[config.mk]
export PLATFORM = sky130hd
export DESIGN_NAME = dual_motor_pwm_drive_unit
export DESIGN_NICKNAME = d
export VERILOG_FILES = /design/src/hw/rtl/dmpd_pkg.sv /design/src/hw/rtl/dual_motor_pwm_drive_unit.sv
export SDC_FILE = /design/constraint.sdc
export NUM_CORES = 1
export LEC_CHECK = 0
export ABC_AREA = 1
export BUFFER_PORTS_ARGS = -buffer_cell sky130_fd_sc_hd__buf_2
export CORE_ASPECT_RATIO = 0.8
export CORE_MARGIN = 5
export CORE_UTILIZATION = 40
export CTS_BUF_LIST = sky130_fd_sc_hd__clkbuf_8
export CTS_CLUSTER_SIZE = 14
export DETAILED_ROUTE_END_ITERATION = 6
export SYNTH_ARGS = -nofsm -noshare
export SYNTH_HDL_FRONTEND = slang
export SYNTH_SLANG_ARGS = --single-unit
[constraint.sdc]
create_clock -name clock -period 6.6 [get_ports clock]
set_clock_uncertainty 0.1 [all_clocks]
set_input_delay 0.33 -clock clock [delete_from_list [all_inputs] [get_ports clock]]
set_output_delay 0.33 -clock clock [all_outputs]
set_load 0.01 [all_outputs]
[src/hw/rtl/dmpd_pkg.sv]
// Package for the dual motor PWM drive unit.
// Holds command, direction and register index codes and the H-bridge pin patterns.
// No dependencies.
`timescale 1ns / 1ps

package dmpd_pkg;

   localparam int unsigned CmdWidth    = 3;
   localparam int unsigned DirWidth    = 3;
   localparam int unsigned CountWidth  = 32;
   localparam int unsigned DutyWidth   = 8;
   localparam int unsigned LimitWidth  = 16;
   localparam int unsigned CsrIdxWidth = 2;
   localparam int unsigned CsrWidth    = 16;

   // A tick that finds the PWM counter at this value treats it as zero.
   localparam logic [DutyWidth-1:0] PwmWrap = 8'd255;

   typedef enum logic [CmdWidth-1:0] {
      CMD_TICK      = 3'd0,
      CMD_LEFT_PULSE  = 3'd1,
      CMD_RIGHT_PULSE = 3'd2,
      CMD_SET_DIR   = 3'd3,
      CMD_START     = 3'd4,
      CMD_BRAKE     = 3'd5
   } cmd_type;

   typedef enum logic [DirWidth-1:0] {
      DIR_FORWARD     = 3'd0,
      DIR_BACKWARD    = 3'd1,
      DIR_LEFT        = 3'd2,
      DIR_RIGHT       = 3'd3,
      DIR_SHORT_BRAKE = 3'd4,
      DIR_COAST       = 3'd5
   } dir_type;

   typedef enum logic [CsrIdxWidth-1:0] {
      CSR_LOW_SPEED  = 2'd0,
      CSR_MED_SPEED  = 2'd1,
      CSR_DIFF_LIMIT = 2'd2
   } csr_idx_type;

   // Bridge pin order: bit 0 left_in_a, 1 left_in_b, 2 right_in_a, 3 right_in_b.
   typedef logic [3:0] bridge_type;

   localparam bridge_type BridgeForward  = 4'b1010;
   localparam bridge_type BridgeBackward = 4'b0101;
   localparam bridge_type BridgeLeft     = 4'b0110;
   localparam bridge_type BridgeRight    = 4'b1001;
   localparam bridge_type BridgeShort    = 4'b1111;
   localparam bridge_type BridgeCoast    = 4'b0000;

   localparam logic [DutyWidth-1:0]  LowSpeedReset  = 8'd100;
   localparam logic [DutyWidth-1:0]  MedSpeedReset  = 8'd180;
   localparam logic [LimitWidth-1:0] DiffLimitReset = 16'd10;

   function automatic bridge_type decode_dir(input logic [DirWidth-1:0] dir);
      bridge_type pins;
      case (dir)
         DIR_FORWARD:     pins = BridgeForward;
         DIR_BACKWARD:    pins = BridgeBackward;
         DIR_LEFT:        pins = BridgeLeft;
         DIR_RIGHT:       pins = BridgeRight;
         DIR_SHORT_BRAKE: pins = BridgeShort;
         default:         pins = BridgeCoast;
      endcase
      return pins;
   endfunction

endpackage

[src/hw/rtl/dual_motor_pwm_drive_unit.sv]
// Top level of the dual motor PWM drive unit.
// Depends on dmpd_pkg for codes, pin patterns and register reset values.
`timescale 1ns / 1ps

// The unit takes one command per cycle while the result side keeps up and returns
// exactly one result per command, in order. A command is first captured in an
// input register; once the result register is free or being emptied, a single
// pass of logic applies it to the drive state (PWM counter, encoder counts,
// revolution goal, duties, bridge pins and the brake hold) and loads the result
// register. The sustained rate is one command per cycle when the result side does
// not stall, limited by the single state update per cycle.
// At most two commands are held, one in the input register and one in the result
// register. req_ready follows rsp_ready in the same cycle, so once both registers
// are occupied and the result side stalls, req_ready drops in that same cycle.
// Configuration writes through the csr_ port take effect at the next edge
// and should only be issued while no command is in flight.
module dual_motor_pwm_drive_unit
   import dmpd_pkg::*;
(
   input  logic                   clock,
   input  logic                   reset,
   // Command channel.
   input  logic                   req_valid,
   output logic                   req_ready,
   input  logic [CmdWidth-1:0]    req_command,
   input  logic [DirWidth-1:0]    req_direction,
   input  logic [CountWidth-1:0]  req_target_revs,
   // Result channel.
   output logic                   rsp_valid,
   input  logic                   rsp_ready,
   output logic                   rsp_left_pwm,
   output logic                   rsp_right_pwm,
   output logic                   rsp_left_in_a,
   output logic                   rsp_left_in_b,
   output logic                   rsp_right_in_a,
   output logic                   rsp_right_in_b,
   output logic                   rsp_target_reached,
   // Configuration write port.
   input  logic                   csr_write_en,
   input  logic [CsrIdxWidth-1:0] csr_index,
   input  logic [CsrWidth-1:0]    csr_wdata
);

   // Configuration registers.
   logic [DutyWidth-1:0]  low_speed_ff;
   logic [DutyWidth-1:0]  med_speed_ff;
   logic [LimitWidth-1:0] diff_limit_ff;

   always_ff @(posedge clock) begin
      if (reset) begin
         low_speed_ff  <= LowSpeedReset;
         med_speed_ff  <= MedSpeedReset;
         diff_limit_ff <= DiffLimitReset;
      end else if (csr_write_en) begin
         case (csr_index)
            CSR_LOW_SPEED:  low_speed_ff  <= csr_wdata[DutyWidth-1:0];
            CSR_MED_SPEED:  med_speed_ff  <= csr_wdata[DutyWidth-1:0];
            CSR_DIFF_LIMIT: diff_limit_ff <= csr_wdata;
            default:        ;
         endcase
      end
   end

   // Input register stage.
   logic                  s1_valid_ff;
   logic [CmdWidth-1:0]   s1_command_ff;
   logic [DirWidth-1:0]   s1_direction_ff;
   logic [CountWidth-1:0] s1_target_ff;

   // The command in the input register is applied when the result register is
   // free or its contents are being transferred out in this cycle.
   logic s1_fire;
   logic req_fire;

   assign s1_fire   = s1_valid_ff && (!rsp_valid || rsp_ready);
   assign req_ready = !s1_valid_ff || s1_fire;
   assign req_fire  = req_valid && req_ready;

   always_ff @(posedge clock) begin
      if (reset) begin
         s1_valid_ff <= 1'b0;
      end else if (req_ready) begin
         s1_valid_ff <= req_valid;
      end
   end

   always_ff @(posedge clock) begin
      if (req_fire) begin
         s1_command_ff   <= req_command;
         s1_direction_ff <= req_direction;
         s1_target_ff    <= req_target_revs;
      end
   end

   // Drive state.
   logic [DutyWidth-1:0]  pwm_counter_ff, pwm_counter_in;
   logic [CountWidth-1:0] left_count_ff, left_count_in;
   logic [CountWidth-1:0] right_count_ff, right_count_in;
   logic [CountWidth-1:0] revs_goal_ff, revs_goal_in;
   logic [DutyWidth-1:0]  left_duty_ff, left_duty_in;
   logic [DutyWidth-1:0]  right_duty_ff, right_duty_in;
   bridge_type            bridge_pins_ff, bridge_pins_in;
   logic                  brake_hold_ff, brake_hold_in;
   logic                  pin_left_ff, pin_left_in;
   logic                  pin_right_ff, pin_right_in;

   // Balance decision from the signed encoder difference. The difference is
   // sign-extended by one bit so it compares cleanly against plus and minus limit.
   logic [CountWidth-1:0]      count_diff;
   logic signed [CountWidth:0] diff_ext;
   logic signed [CountWidth:0] limit_pos;
   logic signed [CountWidth:0] limit_neg;
   logic                       left_ahead;
   logic                       right_ahead;
   logic [DutyWidth-1:0]       bal_left_duty;
   logic [DutyWidth-1:0]       bal_right_duty;
   logic [DutyWidth-1:0]       pwm_eff;

   assign count_diff = left_count_ff - right_count_ff;
   assign diff_ext   = $signed({count_diff[CountWidth-1], count_diff});
   assign limit_pos  = $signed({{(CountWidth + 1 - LimitWidth){1'b0}}, diff_limit_ff});
   assign limit_neg  = -limit_pos;
   assign left_ahead  = diff_ext > limit_pos;
   assign right_ahead = diff_ext < limit_neg;

   always_comb begin
      if (left_ahead) begin
         bal_left_duty  = low_speed_ff;
         bal_right_duty = med_speed_ff;
      end else if (right_ahead) begin
         bal_left_duty  = med_speed_ff;
         bal_right_duty = low_speed_ff;
      end else begin
         bal_left_duty  = med_speed_ff;
         bal_right_duty = med_speed_ff;
      end
   end

   // A tick that finds the counter at the wrap value compares against zero.
   assign pwm_eff = (pwm_counter_ff == PwmWrap) ? '0 : pwm_counter_ff;

   always_comb begin
      pwm_counter_in = pwm_counter_ff;
      left_count_in  = left_count_ff;
      right_count_in = right_count_ff;
      revs_goal_in   = revs_goal_ff;
      left_duty_in   = left_duty_ff;
      right_duty_in  = right_duty_ff;
      bridge_pins_in = bridge_pins_ff;
      brake_hold_in  = brake_hold_ff;
      pin_left_in    = pin_left_ff;
      pin_right_in   = pin_right_ff;
      case (s1_command_ff)
         CMD_TICK: begin
            if (!brake_hold_ff) begin
               left_duty_in  = bal_left_duty;
               right_duty_in = bal_right_duty;
            end
            pin_left_in    = pwm_eff <= left_duty_in;
            pin_right_in   = pwm_eff <= right_duty_in;
            pwm_counter_in = pwm_eff + 8'd1;
         end
         CMD_LEFT_PULSE: begin
            left_count_in = left_count_ff + 32'd1;
         end
         CMD_RIGHT_PULSE: begin
            right_count_in = right_count_ff + 32'd1;
         end
         CMD_SET_DIR: begin
            bridge_pins_in = decode_dir(s1_direction_ff);
            brake_hold_in  = 1'b0;
         end
         CMD_START: begin
            left_count_in  = '0;
            right_count_in = '0;
            revs_goal_in   = s1_target_ff;
         end
         CMD_BRAKE: begin
            bridge_pins_in = BridgeCoast;
            left_duty_in   = '0;
            right_duty_in  = '0;
            brake_hold_in  = 1'b1;
         end
         default: ;
      endcase
   end

   always_ff @(posedge clock) begin
      if (reset) begin
         pwm_counter_ff <= '0;
         left_count_ff  <= '0;
         right_count_ff <= '0;
         revs_goal_ff   <= '0;
         left_duty_ff   <= '0;
         right_duty_ff  <= '0;
         bridge_pins_ff <= BridgeCoast;
         brake_hold_ff  <= 1'b0;
         pin_left_ff    <= 1'b0;
         pin_right_ff   <= 1'b0;
      end else if (s1_fire) begin
         pwm_counter_ff <= pwm_counter_in;
         left_count_ff  <= left_count_in;
         right_count_ff <= right_count_in;
         revs_goal_ff   <= revs_goal_in;
         left_duty_ff   <= left_duty_in;
         right_duty_ff  <= right_duty_in;
         bridge_pins_ff <= bridge_pins_in;
         brake_hold_ff  <= brake_hold_in;
         pin_left_ff    <= pin_left_in;
         pin_right_ff   <= pin_right_in;
      end
   end

   // Result register.
   logic       rsp_valid_ff;
   logic       rsp_left_pwm_ff;
   logic       rsp_right_pwm_ff;
   bridge_type rsp_bridge_ff;
   logic       rsp_reached_ff;
   logic       reached_in;

   assign reached_in = (left_count_in >= revs_goal_in) || (right_count_in >= revs_goal_in);

   always_ff @(posedge clock) begin
      if (reset) begin
         rsp_valid_ff <= 1'b0;
      end else if (s1_fire) begin
         rsp_valid_ff <= 1'b1;
      end else if (rsp_ready) begin
         rsp_valid_ff <= 1'b0;
      end
   end

   always_ff @(posedge clock) begin
      if (s1_fire) begin
         rsp_left_pwm_ff  <= pin_left_in;
         rsp_right_pwm_ff <= pin_right_in;
         rsp_bridge_ff    <= bridge_pins_in;
         rsp_reached_ff   <= reached_in;
      end
   end

   assign rsp_valid          = rsp_valid_ff;
   assign rsp_left_pwm       = rsp_left_pwm_ff;
   assign rsp_right_pwm      = rsp_right_pwm_ff;
   assign rsp_left_in_a      = rsp_bridge_ff[0];
   assign rsp_left_in_b      = rsp_bridge_ff[1];
   assign rsp_right_in_a     = rsp_bridge_ff[2];
   assign rsp_right_in_b     = rsp_bridge_ff[3];
   assign rsp_target_reached = rsp_reached_ff;

   // While the brake hold is set both duties stay at zero.
   assert property (@(posedge clock) disable iff (reset)
      brake_hold_ff |-> (left_duty_ff == '0) && (right_duty_ff == '0))
      else $error("duty nonzero during brake hold");

   // While the brake hold is set the bridge stays in coast.
   assert property (@(posedge clock) disable iff (reset)
      brake_hold_ff |-> (bridge_pins_ff == BridgeCoast))
      else $error("bridge not coasting during brake hold");

   // A captured command is never dropped while the result side stalls.
   assert property (@(posedge clock) disable iff (reset)
      (s1_valid_ff && rsp_valid && !rsp_ready) |=> s1_valid_ff && rsp_valid)
      else $error("command lost under result backpressure");

endmodule

==> qor.yml, run 1 <==
ys_warn_count: 0
crit_end: "rsp_right_pwm"
syn-cell-area_mm2: 0.0150
postRouteWirelength_mm: 40.0
yosysMostFrequentCell: "nand2_1"
switching_share_pct: 36.9
grt-ovfl-total: 0
yosysSeqAreaShare_pct: 30.5
crit_arrival_ns: 5.45
die_area_mm2: 0.0415
coreArea_mm2: 0.0370
worst_pin_slew_ns: 1.12
fmax_mhz: 191
setup_ws_ns: 1.36
synth_ff_type: "dfxtp_1"
p_per_area_mw_per_mm2: 228
cpMostUsedCell: "nand2_1"
worst-path-stages: 42
max_stage_delay_ns: 0.41
tns_ns: 0
syn_area_per_cell_um2: 7.19
hp-class: "in -> reg"
path_delay_family: "simple AND/OR/NAND/NOR gates"
synthArstFlopShare_pct: 0
port_buffers: 69
synth_seq_cells: 206
r2r_slack_ns: 1.36
place_hpwl_mm: 29.9
internal_power_uw: 2450
grt_pass1_wl_mm: 66.0
power_frac_clock_pct: 30.6
grt_antenna_before_repair: 0
grt_pass1_vias: 12900
worstPathRequired_ns: 6.80
grt_max_degree: 92
synth_top_area_share_pct: 21.5
hold_path_depth: 3
cts_buffer_depth: 3
diodes: 0
avgViaCountPerCell: 5.13
path_max_fanout: 9
clkTransAtPathRegs_ns: 0.07
crit_path_end_kind: "register"
cts_tree: "yes"
clkSinkCount: 206
yosys.area.top_type: "dfxtp_1"
place_worst_setup_slack_ns: 1.36
max-slew-margin-rel_pct: 24.5
vias: 13900
critPathKind: "reg -> reg"
clk-insertion-delay-late_ns: 0.57
track_usage_pct: 19.2
finalPower_uw: 3890
timing.final.crit_share_pct: 79.4
start_kind: "register"
crit_slowest_cell: "dfxtp_1"
r2r-end: "rsp_right_pwm"
ys_top_cells_by_area: "dfxtp_1 22%, ha_1 14%, nand2_1 10%"
startpoint: "right_count_ff[0]"
cts-root-buf: "clkbuf_8"
area_delta_synth_final_pct: 13.9
switching_power_uw: 1430
dr.pass1.iters: 5
syn_nets: 2309
setup_viol: 0
die-height_um: 183
cellLeakagePower_uw: 0.00818
drive_gt1_share_pct: 9.34
io_pins: 70
die_w_um: 226
htree_num_levels: 2
synth_cells: 2085
rr_worst_depth: 42
worst-path-buf-inv: 4
seqPwrFrac_pct: 36.6
final_nets: 2425
place_inst: 2593
period_needed_ns: 5.24
status: "completed"
drv_slew: 0
wl_per_cell_um: 14.8
row_count: 63
r2r-start: "right_count_ff[0]"
synthDistinctLibCells: 64
cts_buffers: 37
stdcell_count: 2715
start_util_pct: 40.5
synth_edf_count: 45
pwr-share-comb_pct: 32.8
rsz0062_at_grt: "no"
synthTopCellsByCount: "406 x nand2_1, 312 x inv_1, 209 x a21oi_1"
drc: 0
ant_nets: 0
hold_viol: 0
first_iter_violations: 902
drv_cap: 0
globalplace.congestion: 0.896
num-fill-cells: 3759
peakVddDrop_uv: 164
registers in the layout, summed over array words and instances, names as in the netlist, 3 cells and up:
signal	flops
right_duty_ff	8
s1_direction_ff	3
right_count_ff	32
pwm_counter_ff	8
rsp_bridge_ff	4
left_duty_ff	8
s1_command_ff	3
s1_target_ff	32
med_speed_ff	8
bridge_pins_ff	4
low_speed_ff	8
diff_limit_ff	16
revs_goal_ff	32
left_count_ff	32
cells in the final DEF, fill, tap and decap left out, types with 45 or more instances in the layout:
| cell | instances |
|---|---|
| a21oi_1 | 209 |
| buf_2 | 69 |
| dfxtp_1 | 161 |
| dlygate4sd3_1 | 56 |
| edfxtp_1 | 45 |
| ha_1 | 162 |
| inv_1 | 324 |
| nand2_1 | 405 |
| nand3_1 | 95 |
| nor2_1 | 141 |
| o211ai_1 | 51 |
| o21ai_0 | 152 |
worst min path at each step:
stage,startpoint,end,slack (ns)
after detailed placement,right_duty_ff[1],right_duty_ff[1],0.35
after floorplan,req_command[0],s1_command_ff[0],0.33
after CTS,csr_wdata[15],diff_limit_ff[15],0.03
after global routing,csr_wdata[15],diff_limit_ff[15],0.05
after global placement,right_duty_ff[0],right_duty_ff[0],0.35
final,csr_wdata[15],diff_limit_ff[15],0.08
power groups by stage:
| stage | sequential, µW | combinational, µW | clock (µW) |
|---|---|---|---|
| floorplan | 1430 | 955 | 0 |
| global placement | 1450 | 1220 | 0 |
| detailed placement | 1450 | 1240 | 0 |
| CTS | 1420 | 1280 | 1230 |
| global route | 1430 | 1470 | 1300 |
| finish | 1420 | 1270 | 1190 |
cell families after synthesis:
group	share of synthesized area, %
adder cells (fa/ha/maj)	13.7
multiplexers	2.14
AND/OR/NAND/NOR	23.1
flip-flops	30.5
buffers and inverters	9.78
AO/OA/AOI/OAI	19.1
XOR/XNOR	1.74
worst reg2reg max path: cells and delay by family (launching register included):
family,cells,cell delay (ns)
and+or+nand+nor,29,2.31
adders and majority gates,4,1.15
AOI/OAI and AO/OA,4,0.52
DFF,1,0.41
buffers and inverters,4,0.27
xor gates and xnor gates,1,0.24
area by class of cell:
| cell class | instances | area, µm² | area share, % |
|---|---|---|---|
| multi-input cells | 1493 | 8960 | 52.5 |
| clock buffers | 42 | 578 | 3.39 |
| flip-flops and latches | 206 | 4570 | 26.8 |
| repair buffers | 137 | 996 | 5.83 |
| well taps | 487 | 609 | 3.57 |
| clock inverters | 24 | 130 | 0.762 |
| inverters | 326 | 1230 | 7.18 |
layer usage:
metal | GRT usage (%) | wire (µm) | share of wire (%)
met5 | 0 | 0 | 0
met4 | 3.85 | 655 | 1.6
met3 | 3.01 | 2410 | 6.0
met2 | 27.8 | 16000 | 40
met1 | 30.0 | 21000 | 52
repair_timing:
action                                 4_1_cts  5_1_grt
endpoints found under the hold margin       62        0
buffers inserted                             0        0
gates resized for setup                      0        0
hold buffers                                56        0
stage by stage:
step | cell area [µm²] | utilization [%] | hold WS (ns)
floorplan | 15000 | - | 0.329
global placement | 15800 | 42.7 | 0.347
detailed placement | 15800 | 42.7 | 0.354
CTS | 17100 | 46.1 | 0.0345
global route | 17100 | 46.1 | 0.0546
finish | 17100 | 46.1 | 0.0808
Power figures use the tool's default switching activity.
==> run 2, diff against run 1 <==
--- a/config.mk
+++ b/config.mk
@@ -5,7 +5,7 @@
 export SDC_FILE = /design/constraint.sdc
 export NUM_CORES = 1
 export LEC_CHECK = 0
-export ABC_AREA = 1
+export ABC_AREA = 0
 export BUFFER_PORTS_ARGS = -buffer_cell sky130_fd_sc_hd__buf_2
 export CORE_ASPECT_RATIO = 0.8
 export CORE_MARGIN = 5
==> constraint.sdc (replaced) <==
create_clock -name clock -period 4.91 [get_ports clock]
set_clock_uncertainty 0.1 [all_clocks]
set_input_delay 0.2455 -clock clock [delete_from_list [all_inputs] [get_ports clock]]
set_output_delay 0.2455 -clock clock [all_outputs]
set_load 0.01 [all_outputs]
==> run 2 against run 1 <==
Net effect: the flow now finishes with violations (setup timing); maximum frequency fell by 3.2%; synthesized area rose by 0.53%; via count rose by 6.3%; register-to-register slack got worse by 1.9 ns; global-route usage rose by 2.0 points; worst hold slack improved by 0.012 ns; cell count fell by 0.15%; clock power rose by 45%; power rose by 43%; combinational power rose by 54%; design area rose by 13%; largest cell class unchanged; largest power group is now combinational cells.
==> qor.yml, run 2 <==
ys_warn_count: 0
rr_worst_depth: 28
crit_arrival_ns: 5.74
dr.pass1.iters: 6
final_cell_mix: "277 x buf_4, 215 x nor2_1, 204 x nand2_1, 155 x dfxtp_1, 152 x ha_1"
start_util_pct: 40.6
critPathKind: "reg -> reg"
synthDistinctLibCells: 77
cts_buffers: 39
switching_share_pct: 34.2
clkSinkCount: 206
setup_ws_ns: -0.503
place_worst_setup_slack_ns: -0.710
grt_antenna_before_repair: 0
hold-path-endpoint: "low_speed_ff[6]"
seqPwrFrac_pct: 33.7
setup_viol: 4
grt_pass1_wl_mm: 73.0
first_iter_violations: 1012
place_inst: 2574
p_per_area_mw_per_mm2: 287
syn-cell-area_mm2: 0.0151
power_frac_clock_pct: 31.2
globalplace.congestion: 0.889
pwr-share-comb_pct: 35.1
synth_top_area_share_pct: 21.4
cpMostUsedCell: "a21o_1"
start_kind: "register"
finalInstanceArea_mm2: 0.0193
worstPathRequired_ns: 5.24
r2r-end: "rsp_right_pwm"
crit_slowest_cell: "fa_2"
status: "finished with violations"
r2r_slack_ns: -0.50
ys_top_cells_by_area: "dfxtp_1 21%, ha_1 13%, edfxtp_1 9.0%"
hold_path_depth: 4
stdcell_count: 2711
synthArstFlopShare_pct: 0
fmax_mhz: 185
timing.final.crit_share_pct: 110
final_common_cell: "buf_4"
peakVddDrop_uv: 317
synth_seq_cells: 206
htree_num_levels: 2
rsz0062_at_grt: "yes"
synth_cells: 1841
synth_ff_type: "dfxtp_1"
grt_use_met3_pct: 3.93
syn_nets: 2065
top_usage_layer: "met2"
postRouteWirelength_mm: 44.8
track_usage_pct: 21.1
io_pins: 70
grt_pass1_vias: 14400
place_hpwl_mm: 33.9
whs_ns: 0.0930
synth_edf_count: 45
drive_gt1_share_pct: 21.5
crit_path_end_kind: "register"
vias: 14800
place_area_mm2: 0.0178
grt-ovfl-total: 0
internal_power_uw: 3650
avgViaCountPerCell: 5.47
grt_util_met2_pct: 34.8
yosysSeqAreaShare_pct: 30.4
row_count: 63
period_needed_ns: 5.41
gr-usage-met1_pct: 29.2
ant_nets: 0
drv_cap: 0
clk-insertion-delay-late_ns: 0.58
die-height_um: 184
wl_per_cell_um: 16.5
max_stage_delay_ns: 0.36
hold_viol: 0
cellLeakagePower_uw: 0.00842
die_area_mm2: 0.0417
diodes: 0
final_nets: 2418
coreArea_mm2: 0.0371
area_delta_synth_final_pct: 28.3
cts-root-buf: "clkbuf_8"
r2r-start: "left_count_ff[0]"
die_w_um: 227
cts_buffer_depth: 3
syn_area_per_cell_um2: 8.18
hp-class: "in -> reg"
cts_tree: "yes"
drv_slew: 0
hold_path.startpoint: "csr_index[0]"
clkTransAtPathRegs_ns: 0.06
path_max_fanout: 5
max-slew-margin-rel_pct: 7.31
finalPower_uw: 5550
worst_pin_slew_ns: 1.39
drc: 0
grt_max_degree: 93
switching_power_uw: 1900
yosys.area.top_type: "dfxtp_1"
violations: "setup timing"
synthTopCellsByCount: "216 x nor2_1, 205 x nand2_1, 162 x ha_1"
port_buffers: 69
yosysMostFrequentCell: "nor2_1"
## run 2: cell count changes after synthesis, moves of 19 or more
cell | previous run | this run
a21o_1 | 8 | 51
xnor2_1 | 7 | 26
o21ai_0 | 152 | 91
nand2_1 | 406 | 205
mux2i_1 | 32 | 77
nor2_1 | 142 | 216
nand2b_1 | 0 | 22
nand3_1 | 95 | 59
inv_1 | 312 | 81
nor2b_1 | 0 | 33
a21oi_1 | 209 | 99
a211oi_1 | 8 | 69
nand4_1 | 29 | 63
## run 2: cell families after synthesis
group | after synthesis | synth area share, %
muxes | 85 | 5.71
xor gates and xnor gates | 45 | 2.62
buffers and inverters | 172 | 4.52
and+or+nand+nor | 699 | 21.5
DFF | 206 | 30.4
adders and majority gates | 163 | 13.6
AOI/OAI and AO/OA | 471 | 21.7
## run 2: layout make-up
cell class	instances	area, µm²
fillers	3547	17800
multi-input cells	1463	10100
flip-flops and latches	206	4580
repair buffers	403	3000
well taps	487	609
clock buffers	44	606
inverters	81	305
clock inverters	27	181
## run 2: layer usage
metal | vias up | share of wire, %
met1 | 6967 | 47
met3 | 62 | 5.6
met2 | 331 | 46
li1 | 7457 | -
met5 | - | 0
met4 | 0 | 1.7
## run 2: worst max path at each step
stage / start / cells past startpoint / slack, ns / endpoint
after CTS: left_count_ff[0] / 29 / -0.46 / rsp_right_pwm
after global placement: left_count_ff[0] / 29 / -0.61 / rsp_right_pwm
after detailed placement: left_count_ff[0] / 29 / -0.71 / rsp_right_pwm
final: left_count_ff[0] / 28 / -0.50 / rsp_right_pwm
after global routing: left_count_ff[0] / 30 / -0.81 / rsp_right_pwm
after floorplan: right_count_ff[1] / 31 / -0.27 / rsp_right_pwm
## run 2: power groups by stage
stage	clock network, µW	logic [µW]	registers, µW
detailed placement	0	1850	1910
finish	1730	1950	1870
global route	1880	2160	1880
global placement	0	1810	1900
floorplan	0	1160	1900
CTS	1790	1920	1870
## run 2: critical path: cells and delay by family, from the launching register on
family / cells / cell delay, ns
xor+xnor: 1 / 0.17
buf+inv: 3 / 0.24
fa+ha+maj: 4 / 1.09
simple gates: 3 / 0.36
mux: 1 / 0.13
flops: 1 / 0.32
compound gates: 16 / 2.88
## run 2: stage by stage
stage | setup TNS, ns | util (%)
finish | -1.62 | 52.1
global route | -4.14 | 52.1
CTS | -1.48 | 51.9
detailed placement | -2.37 | 48.1
global placement | -1.92 | 48.1
floorplan | -0.603 | -
## run 2: repair_timing
action,CTS,global route
hold buffers,57,0
pin swaps,6,7
buffers inserted,5,5
gates resized for setup,11,9
hold endpoints to repair,72,0
endpoints found under the setup margin,4,10
